**src/hw/rtl/double_ended_queue_defines.svh**
```systemverilog
// Assertion macros shared by the deque RTL.
// Depends on nothing; included by the files that carry assertions.
`ifndef DOUBLE_ENDED_QUEUE_DEFINES_SVH
`define DOUBLE_ENDED_QUEUE_DEFINES_SVH

`ifndef SYNTHESIS
// Same-cycle implication, checked at every rising clock edge out of reset.
`define DEQ_ASSERT_SAME(label, clk, rst, ante, cons) \
   label: assert property (@(posedge clk) disable iff (rst) (ante) |-> (cons)) \
      else $error("deque assertion failed");
// Next-cycle implication.
`define DEQ_ASSERT_NEXT(label, clk, rst, ante, cons) \
   label: assert property (@(posedge clk) disable iff (rst) (ante) |=> (cons)) \
      else $error("deque assertion failed");
`else
`define DEQ_ASSERT_SAME(label, clk, rst, ante, cons)
`define DEQ_ASSERT_NEXT(label, clk, rst, ante, cons)
`endif

`endif

```
**src/hw/rtl/deq_pkg.sv**
```systemverilog
// Types, constants and ring-pointer helpers for the deque.
// Depends on nothing; used by the interfaces and the top level.
package deq_pkg;

   localparam int DEPTH       = 16;
   localparam int PTR_W       = (DEPTH > 1) ? $clog2(DEPTH) : 1;
   localparam int CNT_W       = $clog2(DEPTH + 1);
   localparam int WORD_W      = 64;
   localparam int OP_W        = 3;
   localparam int COUNT_OUT_W = 5;
   localparam int STATUS_W    = 2;

   typedef logic [OP_W-1:0]        op_type;
   typedef logic [WORD_W-1:0]      word_type;
   typedef logic [PTR_W-1:0]       ptr_type;
   typedef logic [PTR_W:0]         ptr_sum_type;
   typedef logic [CNT_W-1:0]       cnt_type;
   typedef logic [COUNT_OUT_W-1:0] count_out_type;
   typedef logic [STATUS_W-1:0]    status_type;

   localparam op_type OP_NONE       = 3'd0;
   localparam op_type OP_PUSH_FRONT = 3'd1;
   localparam op_type OP_PUSH_BACK  = 3'd2;
   localparam op_type OP_POP_FRONT  = 3'd3;
   localparam op_type OP_POP_BACK   = 3'd4;
   localparam op_type OP_REVERSE    = 3'd5;

   localparam status_type STATUS_OK    = 2'd0;
   localparam status_type STATUS_FULL  = 2'd1;
   localparam status_type STATUS_EMPTY = 2'd2;

   localparam ptr_sum_type DEPTH_SUM = ptr_sum_type'(DEPTH);
   localparam cnt_type     DEPTH_CNT = cnt_type'(DEPTH);
   localparam ptr_type     LAST_SLOT = ptr_type'(DEPTH - 1);

   // Fold a sum below twice the depth back into the ring.
   function automatic ptr_type ring_wrap(input ptr_sum_type sum);
      ptr_sum_type folded;
      folded = (sum >= DEPTH_SUM) ? (sum - DEPTH_SUM) : sum;
      return folded[PTR_W-1:0];
   endfunction

endpackage

```
**src/hw/rtl/deq_req_if.sv**
```systemverilog
// Request channel of the deque: valid/ready handshake with op and data word.
// Depends on deq_pkg.
interface deq_req_if;
   import deq_pkg::*;

   logic     valid;
   logic     ready;
   op_type   op;
   word_type data_word;

   modport source (output valid, output op, output data_word, input ready);
   modport sink   (input valid, input op, input data_word, output ready);
endinterface

```
**src/hw/rtl/deq_rsp_if.sv**
```systemverilog
// Response channel of the deque: valid/ready handshake with the end words and status.
// Depends on deq_pkg.
interface deq_rsp_if;
   import deq_pkg::*;

   logic          valid;
   logic          ready;
   word_type      front_word;
   word_type      back_word;
   count_out_type entry_count;
   logic          is_empty;
   status_type    status;

   modport source (output valid, output front_word, output back_word, output entry_count,
                   output is_empty, output status, input ready);
   modport sink   (input valid, input front_word, input back_word, input entry_count,
                   input is_empty, input status, output ready);
endinterface

```
**src/hw/rtl/deq_ram.sv**
```systemverilog
// Generic RAM: one write port, two read ports with registered read data.
// Depends on nothing.
module deq_ram #(
   parameter int WIDTH = 64,
   parameter int DEPTH = 16
) (
   input  logic                     clock,
   input  logic                     wr_en,
   input  logic [$clog2(DEPTH)-1:0] wr_addr,
   input  logic [WIDTH-1:0]         wr_data,
   input  logic                     rd_en,
   input  logic [$clog2(DEPTH)-1:0] rd_addr_a,
   input  logic [$clog2(DEPTH)-1:0] rd_addr_b,
   output logic [WIDTH-1:0]         rd_data_a,
   output logic [WIDTH-1:0]         rd_data_b
);

   logic [WIDTH-1:0] mem_ff [DEPTH];
   logic [WIDTH-1:0] rd_a_ff;
   logic [WIDTH-1:0] rd_b_ff;

   always_ff @(posedge clock) begin
      if (wr_en) begin
         mem_ff[wr_addr] <= wr_data;
      end
      if (rd_en) begin
         rd_a_ff <= mem_ff[rd_addr_a];
         rd_b_ff <= mem_ff[rd_addr_b];
      end
   end

   assign rd_data_a = rd_a_ff;
   assign rd_data_b = rd_b_ff;

endmodule

```
**src/hw/rtl/double_ended_queue.sv**
```systemverilog
// Deque top level: ring store in a RAM, pointer and count registers, result register.
// Depends on deq_pkg, deq_req_if, deq_rsp_if, deq_ram and the assertion macros.
//
// Usage
//  - req_chan carries one operation per beat: none, push front, push back,
//    pop front, pop back or reverse, with the word to push.
//  - rsp_chan returns one beat for every request beat: the front and back
//    words after the operation (zero when empty), the count, an empty flag
//    and a status (ok, push refused because full, pop ignored because empty).
//  - Steps per request: the write to the ring RAM at accept, the registered
//    read of both end slots, then the load of the response register, which
//    makes the response valid. The next request is taken once that load is done.
//  - A stalled receiver holds the response register; one further item may be
//    accepted and worked on meanwhile, and it waits in its load step until
//    the pending response beat leaves.
//  - Reset empties the deque, clears the direction flag and drops any
//    pending response. The RAM is not cleared: only written slots are read.
`include "double_ended_queue_defines.svh"

module double_ended_queue (
   input logic     clock,
   input logic     reset,
   deq_req_if.sink   req_chan,
   deq_rsp_if.source rsp_chan
);
   import deq_pkg::*;

   localparam logic [1:0] ST_IDLE = 2'd0;
   localparam logic [1:0] ST_READ = 2'd1;
   localparam logic [1:0] ST_LOAD = 2'd2;

   logic [1:0]    state_ff, state_in;
   ptr_type       head_ff, head_in;
   cnt_type       count_ff, count_in;
   logic          rev_ff, rev_in;
   status_type    status_ff, status_in;

   logic          rsp_valid_ff, rsp_valid_in;
   word_type      front_ff, back_ff;
   count_out_type count_out_ff;
   logic          empty_ff;
   status_type    rsp_status_ff;

   logic          accept;
   logic          load_go;
   logic          is_push, is_pop, at_front, first_side;
   ptr_type       head_dec, head_inc, tail_addr, last_addr;
   logic          wr_en;
   ptr_type       wr_addr;
   word_type      rd_first, rd_last;
   word_type      first_w, last_w;

   assign req_chan.ready = (state_ff == ST_IDLE);
   assign accept         = req_chan.valid && (state_ff == ST_IDLE);
   assign load_go        = (state_ff == ST_LOAD) && (!rsp_valid_ff || rsp_chan.ready);

   // Decode the operation against the direction flag.
   assign is_push    = (req_chan.op == OP_PUSH_FRONT) || (req_chan.op == OP_PUSH_BACK);
   assign is_pop     = (req_chan.op == OP_POP_FRONT) || (req_chan.op == OP_POP_BACK);
   assign at_front   = (req_chan.op == OP_PUSH_FRONT) || (req_chan.op == OP_POP_FRONT);
   assign first_side = at_front != rev_ff;

   // Ring arithmetic on the physical pointers.
   assign head_dec  = (head_ff == '0) ? LAST_SLOT : head_ff - ptr_type'(1);
   assign head_inc  = (head_ff == LAST_SLOT) ? '0 : head_ff + ptr_type'(1);
   assign tail_addr = ring_wrap(ptr_sum_type'(head_ff) + ptr_sum_type'(count_ff));
   assign last_addr = ring_wrap(ptr_sum_type'(head_ff) + ptr_sum_type'(count_ff)
                                - ptr_sum_type'(1));

   // Apply the operation to the pointers, count and direction flag, and write the pushed word at accept.
   always_comb begin
      head_in   = head_ff;
      count_in  = count_ff;
      rev_in    = rev_ff;
      status_in = status_ff;
      wr_en     = 1'b0;
      wr_addr   = tail_addr;
      if (accept) begin
         status_in = STATUS_OK;
         if (is_push) begin
            if (count_ff >= DEPTH_CNT) begin
               status_in = STATUS_FULL;
            end else begin
               wr_en    = 1'b1;
               count_in = count_ff + cnt_type'(1);
               if (first_side) begin
                  head_in = head_dec;
                  wr_addr = head_dec;
               end
            end
         end else if (is_pop) begin
            if (count_ff == '0) begin
               status_in = STATUS_EMPTY;
            end else begin
               count_in = count_ff - cnt_type'(1);
               if (first_side) begin
                  head_in = head_inc;
               end
            end
         end else if (req_chan.op == OP_REVERSE) begin
            rev_in = !rev_ff;
         end
      end
   end

   // Sequence: accept and write, read both ends, load the response register.
   always_comb begin
      state_in = state_ff;
      unique case (state_ff)
         ST_IDLE: begin
            if (accept) state_in = ST_READ;
         end
         ST_READ: state_in = ST_LOAD;
         ST_LOAD: begin
            if (load_go) state_in = ST_IDLE;
         end
         default: state_in = ST_IDLE;
      endcase
   end

   deq_ram #(
      .WIDTH (WORD_W),
      .DEPTH (DEPTH)
   ) u_ring (
      .clock     (clock),
      .wr_en     (wr_en),
      .wr_addr   (wr_addr),
      .wr_data   (req_chan.data_word),
      .rd_en     (state_ff == ST_READ),
      .rd_addr_a (head_ff),
      .rd_addr_b (last_addr),
      .rd_data_a (rd_first),
      .rd_data_b (rd_last)
   );

   // Empty deque reads zero at both ends.
   assign first_w = (count_ff == '0) ? '0 : rd_first;
   assign last_w  = (count_ff == '0) ? '0 : rd_last;

   always_comb begin
      rsp_valid_in = rsp_valid_ff;
      if (load_go) begin
         rsp_valid_in = 1'b1;
      end else if (rsp_chan.ready) begin
         rsp_valid_in = 1'b0;
      end
   end

   always_ff @(posedge clock) begin
      if (reset) begin
         state_ff     <= ST_IDLE;
         head_ff      <= '0;
         count_ff     <= '0;
         rev_ff       <= 1'b0;
         status_ff    <= STATUS_OK;
         rsp_valid_ff <= 1'b0;
      end else begin
         state_ff     <= state_in;
         head_ff      <= head_in;
         count_ff     <= count_in;
         rev_ff       <= rev_in;
         status_ff    <= status_in;
         rsp_valid_ff <= rsp_valid_in;
      end
   end

   // Response payload: hold until the next load.
   always_ff @(posedge clock) begin
      if (load_go) begin
         front_ff      <= rev_ff ? last_w : first_w;
         back_ff       <= rev_ff ? first_w : last_w;
         count_out_ff  <= count_out_type'(count_ff);
         empty_ff      <= (count_ff == '0);
         rsp_status_ff <= status_ff;
      end
   end

   assign rsp_chan.valid       = rsp_valid_ff;
   assign rsp_chan.front_word  = front_ff;
   assign rsp_chan.back_word   = back_ff;
   assign rsp_chan.entry_count = count_out_ff;
   assign rsp_chan.is_empty    = empty_ff;
   assign rsp_chan.status      = rsp_status_ff;

   `DEQ_ASSERT_SAME(a_count_bound, clock, reset, 1'b1, count_ff <= DEPTH_CNT)
   `DEQ_ASSERT_NEXT(a_accept_reads, clock, reset, accept, state_ff == ST_READ)
   `DEQ_ASSERT_SAME(a_full_status, clock, reset, load_go && (status_ff == STATUS_FULL),
                    count_ff == DEPTH_CNT)
   `DEQ_ASSERT_SAME(a_empty_status, clock, reset, load_go && (status_ff == STATUS_EMPTY),
                    count_ff == '0)

endmodule
```
**src/flat_wrapper.sv**
```systemverilog
// flat-port wrapper written by rule: the top's interface ports become plain ports
module double_ended_queue_flat import deq_pkg::*;
  (clock, reset, req_chan_valid, req_chan_op, req_chan_data_word, req_chan_ready, rsp_chan_valid, rsp_chan_front_word, rsp_chan_back_word, rsp_chan_entry_count, rsp_chan_is_empty, rsp_chan_status, rsp_chan_ready);
  deq_req_if req_chan_i ();
  deq_rsp_if rsp_chan_i ();
  input logic clock;
  input logic reset;
  input wire logic [$bits(req_chan_i.valid)-1:0] req_chan_valid;
  input wire logic [$bits(req_chan_i.op)-1:0] req_chan_op;
  input wire logic [$bits(req_chan_i.data_word)-1:0] req_chan_data_word;
  output wire logic [$bits(req_chan_i.ready)-1:0] req_chan_ready;
  output wire logic [$bits(rsp_chan_i.valid)-1:0] rsp_chan_valid;
  output wire logic [$bits(rsp_chan_i.front_word)-1:0] rsp_chan_front_word;
  output wire logic [$bits(rsp_chan_i.back_word)-1:0] rsp_chan_back_word;
  output wire logic [$bits(rsp_chan_i.entry_count)-1:0] rsp_chan_entry_count;
  output wire logic [$bits(rsp_chan_i.is_empty)-1:0] rsp_chan_is_empty;
  output wire logic [$bits(rsp_chan_i.status)-1:0] rsp_chan_status;
  input wire logic [$bits(rsp_chan_i.ready)-1:0] rsp_chan_ready;
  assign req_chan_i.valid = req_chan_valid;
  assign req_chan_i.op = req_chan_op;
  assign req_chan_i.data_word = req_chan_data_word;
  assign req_chan_ready = req_chan_i.ready;
  assign rsp_chan_valid = rsp_chan_i.valid;
  assign rsp_chan_front_word = rsp_chan_i.front_word;
  assign rsp_chan_back_word = rsp_chan_i.back_word;
  assign rsp_chan_entry_count = rsp_chan_i.entry_count;
  assign rsp_chan_is_empty = rsp_chan_i.is_empty;
  assign rsp_chan_status = rsp_chan_i.status;
  assign rsp_chan_i.ready = rsp_chan_ready;
  double_ended_queue u_core (.clock(clock), .reset(reset), .req_chan(req_chan_i), .rsp_chan(rsp_chan_i));
endmodule
```
**config.mk**
```make
export PLATFORM = sky130hd
export DESIGN_NAME = double_ended_queue_flat
export DESIGN_NICKNAME = d
export VERILOG_FILES = /design/src/hw/rtl/deq_pkg.sv /design/src/hw/rtl/deq_req_if.sv /design/src/hw/rtl/deq_rsp_if.sv /design/src/hw/rtl/deq_ram.sv /design/src/hw/rtl/double_ended_queue.sv /design/src/flat_wrapper.sv
export VERILOG_INCLUDE_DIRS = /design/src /design/src/hw/rtl
export SDC_FILE = /design/constraint.sdc
export NUM_CORES = 2
export LEC_CHECK = 0
export BUFFER_PORTS_ARGS = -buffer_cell sky130_fd_sc_hd__buf_4
export CORE_ASPECT_RATIO = 2
export CORE_UTILIZATION = 50
export CTS_BUF_LIST = sky130_fd_sc_hd__clkbuf_2 sky130_fd_sc_hd__clkbuf_4 sky130_fd_sc_hd__clkbuf_8
export CTS_CLUSTER_DIAMETER = 30
export DETAILED_ROUTE_END_ITERATION = 10
export PLACE_DENSITY = 0.77
export SLEW_MARGIN = 0
export SYNTH_ARGS = -nofsm -noshare
export SYNTH_HDL_FRONTEND = slang
export SYNTH_SLANG_ARGS = --single-unit
```
**constraint.sdc**
```tcl
create_clock -name clock -period 9.3 [get_ports clock]
set_input_delay 0.465 -clock clock [delete_from_list [all_inputs] [get_ports clock]]
set_output_delay 0.465 -clock clock [all_outputs]
set_load 0.05 [all_outputs]
```
==> metrics.txt <==
vias in the first global route=32400; First-pass DRT Iterations=6; P_int=9920 uW; Synthesized Nets=2728; setup_tns=0 ns; Setup crit start kind=register; final setup skew=0.0355 ns; first-pass GRT wire length=210 mm; CP Class=register to register; Highest Clock Rate=0.183 GHz; ys async rst share=0; Post-synth EDFFs=1288; H-tree depth=4; Total Power=13300 uW; Clk Tree Root Cell=clkbuf_8; latest clock arrival within the worst-skew pair=0.89 ns; fin nets=3064; largest net degree at the start of global routing=157; final hold vios=0; # DRC=0; Reg clk slew, reported paths=0.07 ns; Clock power frac=0.349; Vias per Instance=6.58; WHS Path Cells=3; Die X-Extent=241 um; total gr overflow=0; Sw Share=0.255; CTS Buf Count=181; Synth top area share=0.674; post-synthesis cell type count=45; reg2reg end=u_core.u_ring.rd_data_b[51]$_DFFE_PN_; Post-synth top cells=edfxtp_1 (1288), mux4_2 (575), mux2i_1 (327); Leak=0.0202 uW; Core ar.=114000 um2; Seq/Total Area, Yosys=0.680; Final period util=0.589; Final min period=5.48 ns; final antenna-violating net count=0; synthesized area=57300 um2; num ports=209; ys flop type=edfxtp_1; CP endpoint kind=register; vias=30500; HP Start=req_chan_valid; Initial Util=0.505; power per cell area=204 nW/um2; # rows=175; drt first-iter violations=3057; Worst Hold End=u_core.state_ff[0]$_SDFFE_PP0P_; # setup viols final=0; max cap viols=0; clk buf depth=3; reg-to-reg critical path startpoint=u_core.head_ff[0]$_SDFFE_PP0P_; Tightest Pin Transition=1.23 ns; PortBufs=208; worst hold path class=input port to register; Seq pwr share=0.504; All-Layer GR Usage=0.251; final wirelength=142 mm; Vert. Die Dim=481 um; Post-Syn Instances=2646; unrepaired setup endpoints after global routing=no; Comb pwr share=0.147; min setup slack post-route=3.82 ns; R2R cell count=7; area grow syn2layout=13.8%; Inst Count DP=4233; post-synthesis average cell area=21.7 um2; internal reg-to-reg setup slack=3.82 ns; Slew Viols, Final=0; initial antenna violation count=16; gpl congestion=0.790; Peak supply drop=148 uV; warnings from Yosys=0; Max transition margin=0.179; placed wire-length estimate=75.8 mm; post-synth top area cell=edfxtp_1; die area=116000 um2; status=finished, final reports clean; Yosys reg bits=1303; CP max FO=99; ranking of synthesized cells by area=edfxtp_1 (67%), mux4_2 (23%), mux2i_1 (5.7%), nor2_1 (0.92%), clkbuf_1 (0.69%); CTS tree=built; drt wl/cell=30.7 um; Final Instance Count excl. Fillers=4635; fillers=8047; worst path arrival time=6.08 ns; Psw=3400 uW; Clock Sink Count=1303; pre-CTS worst setup slack=3.63 ns; required time of the worst setup path=9.90 ns; share of cells above drive strength 1=0.374; cell with the most instances after synthesis=edfxtp_1
stage by stage:
step | hold WS, ns | util | area [um2]
6_report | 0.0894 | 0.574 | 65300
5_1_grt | 0.133 | 0.574 | 65300
4_1_cts | 0.00497 | 0.574 | 65300
3_5_place_dp | 0.445 | 0.535 | 60800
3_3_place_gp | 0.436 | 0.535 | 60800
2_1_floorplan | 0.406 | - | 57300
layout by cell type, fill, tap and decap left out, types with 10 or more instances in the layout:
master and count:
mux2i_1 327, buf_4 257, nor4_2 16, edfxtp_1 1288
nor2_1 139, clkbuf_4 38, mux4_2 575, clkinv_1 37
clkinv_2 24, a21oi_1 12, dfxtp_1 10, clkbuf_8 186
dlygate4sd3_1 70, bufinv_16 13
layer usage:
layer | up-vias | track usage | part of all wire
met4 | 14 | 0.115 | 0.041
li1 | 12100 | - | -
met1 | 16100 | 0.313 | 0.36
met3 | 391 | 0.0538 | 0.086
met5 | - | 0 | 0.00062
met2 | 1886 | 0.419 | 0.51
worst max path at each step:
stage                                         start                               endpoint  slack [ns]  cells after the start
global route         u_core.head_ff[0]$_SDFFE_PP0P_  u_core.u_ring.rd_data_b[38]$_DFFE_PN_        3.31                      7
detailed placement   u_core.head_ff[0]$_SDFFE_PP0P_  u_core.u_ring.rd_data_b[49]$_DFFE_PN_        3.63                      7
finish               u_core.head_ff[0]$_SDFFE_PP0P_  u_core.u_ring.rd_data_b[51]$_DFFE_PN_        3.82                      7
floorplan           u_core.state_ff[0]$_SDFFE_PP0P_   u_core.u_ring.mem_ff[0][0]$_DFFE_PP_        0.18                      5
CTS                  u_core.head_ff[0]$_SDFFE_PP0P_  u_core.u_ring.rd_data_b[51]$_DFFE_PN_        3.66                      7
global placement     u_core.head_ff[0]$_SDFFE_PP0P_  u_core.u_ring.rd_data_b[49]$_DFFE_PN_        3.72                      7
power groups by stage:
| stage | clock network, uW | registers (uW) | logic (uW) |
|---|---|---|---|
| 2_1_floorplan | 0 | 6890 | 1320 |
| 3_3_place_gp | 0 | 6830 | 1900 |
| 3_5_place_dp | 0 | 6840 | 1940 |
| 4_1_cts | 4730 | 6720 | 1980 |
| 5_1_grt | 4940 | 6720 | 2080 |
| 6_report | 4640 | 6720 | 1960 |
cell families (layout without fill, tap and decap cells):
logic type,Yosys count,count (layout),share of synthesized area
other,0,7,0
buffers and inverters,193,671,0.0134
XOR/XNOR,13,13,0.00225
AND/OR/NAND/NOR,189,189,0.0147
AO/OA/AOI/OAI,31,31,0.00356
multiplexers,906,906,0.284
adder cells (fa/ha/maj),11,11,0.00266
flip-flops,1303,1303,0.680
state kept, by name, indices dropped and copies added, names as in the netlist:
name                         count
u_core.rsp_chan.valid            1
u_core.rsp_chan.entry_count      5
u_core.count_ff                  5
u_core.status_ff                 2
u_core.rev_ff                    1
u_core.u_ring.mem_ff          1024
u_core.u_ring.rd_data_b         64
u_core.rsp_chan.status           2
u_core.state_ff                  2
u_core.rsp_chan.back_word       64
u_core.rsp_chan.front_word      64
u_core.head_ff                   4
u_core.rsp_chan.is_empty         1
u_core.u_ring.rd_data_a         64
what timing repair did:
| action | in CTS | in global routing |
|---|---|---|
| buffers inserted | 0 | 0 |
| hold endpoints to repair | 1039 | 0 |
| hold buffers | 70 | 0 |
| endpoints found under the setup margin | 0 | 0 |
| gates resized for setup | 0 | 0 |
layout make-up:
cell class                      count  area, um2  share of cell area
Inverter                           10       40.0            0.000613
Antenna cell                        7       17.5            0.000268
Timing Repair Buffer              336       2810              0.0431
Tap cell                         1504       1880              0.0288
Sequential cell                  1303      39000               0.597
Clock inverter                    101        918              0.0141
Multi-Input combinational cell   1150      17800               0.272
Clock buffer                      224       2850              0.0436
worst max-delay path: stages (launching register included):
cell and delay, ns:
dfxtp_4 1.05, ha_4 0.65, buf_4 0.79, buf_12 0.69, buf_4 0.89, mux4_2 0.61
mux2i_1 0.18, mux2i_1 0.10
No activity file was read; power rests on OpenSTA's default activity.
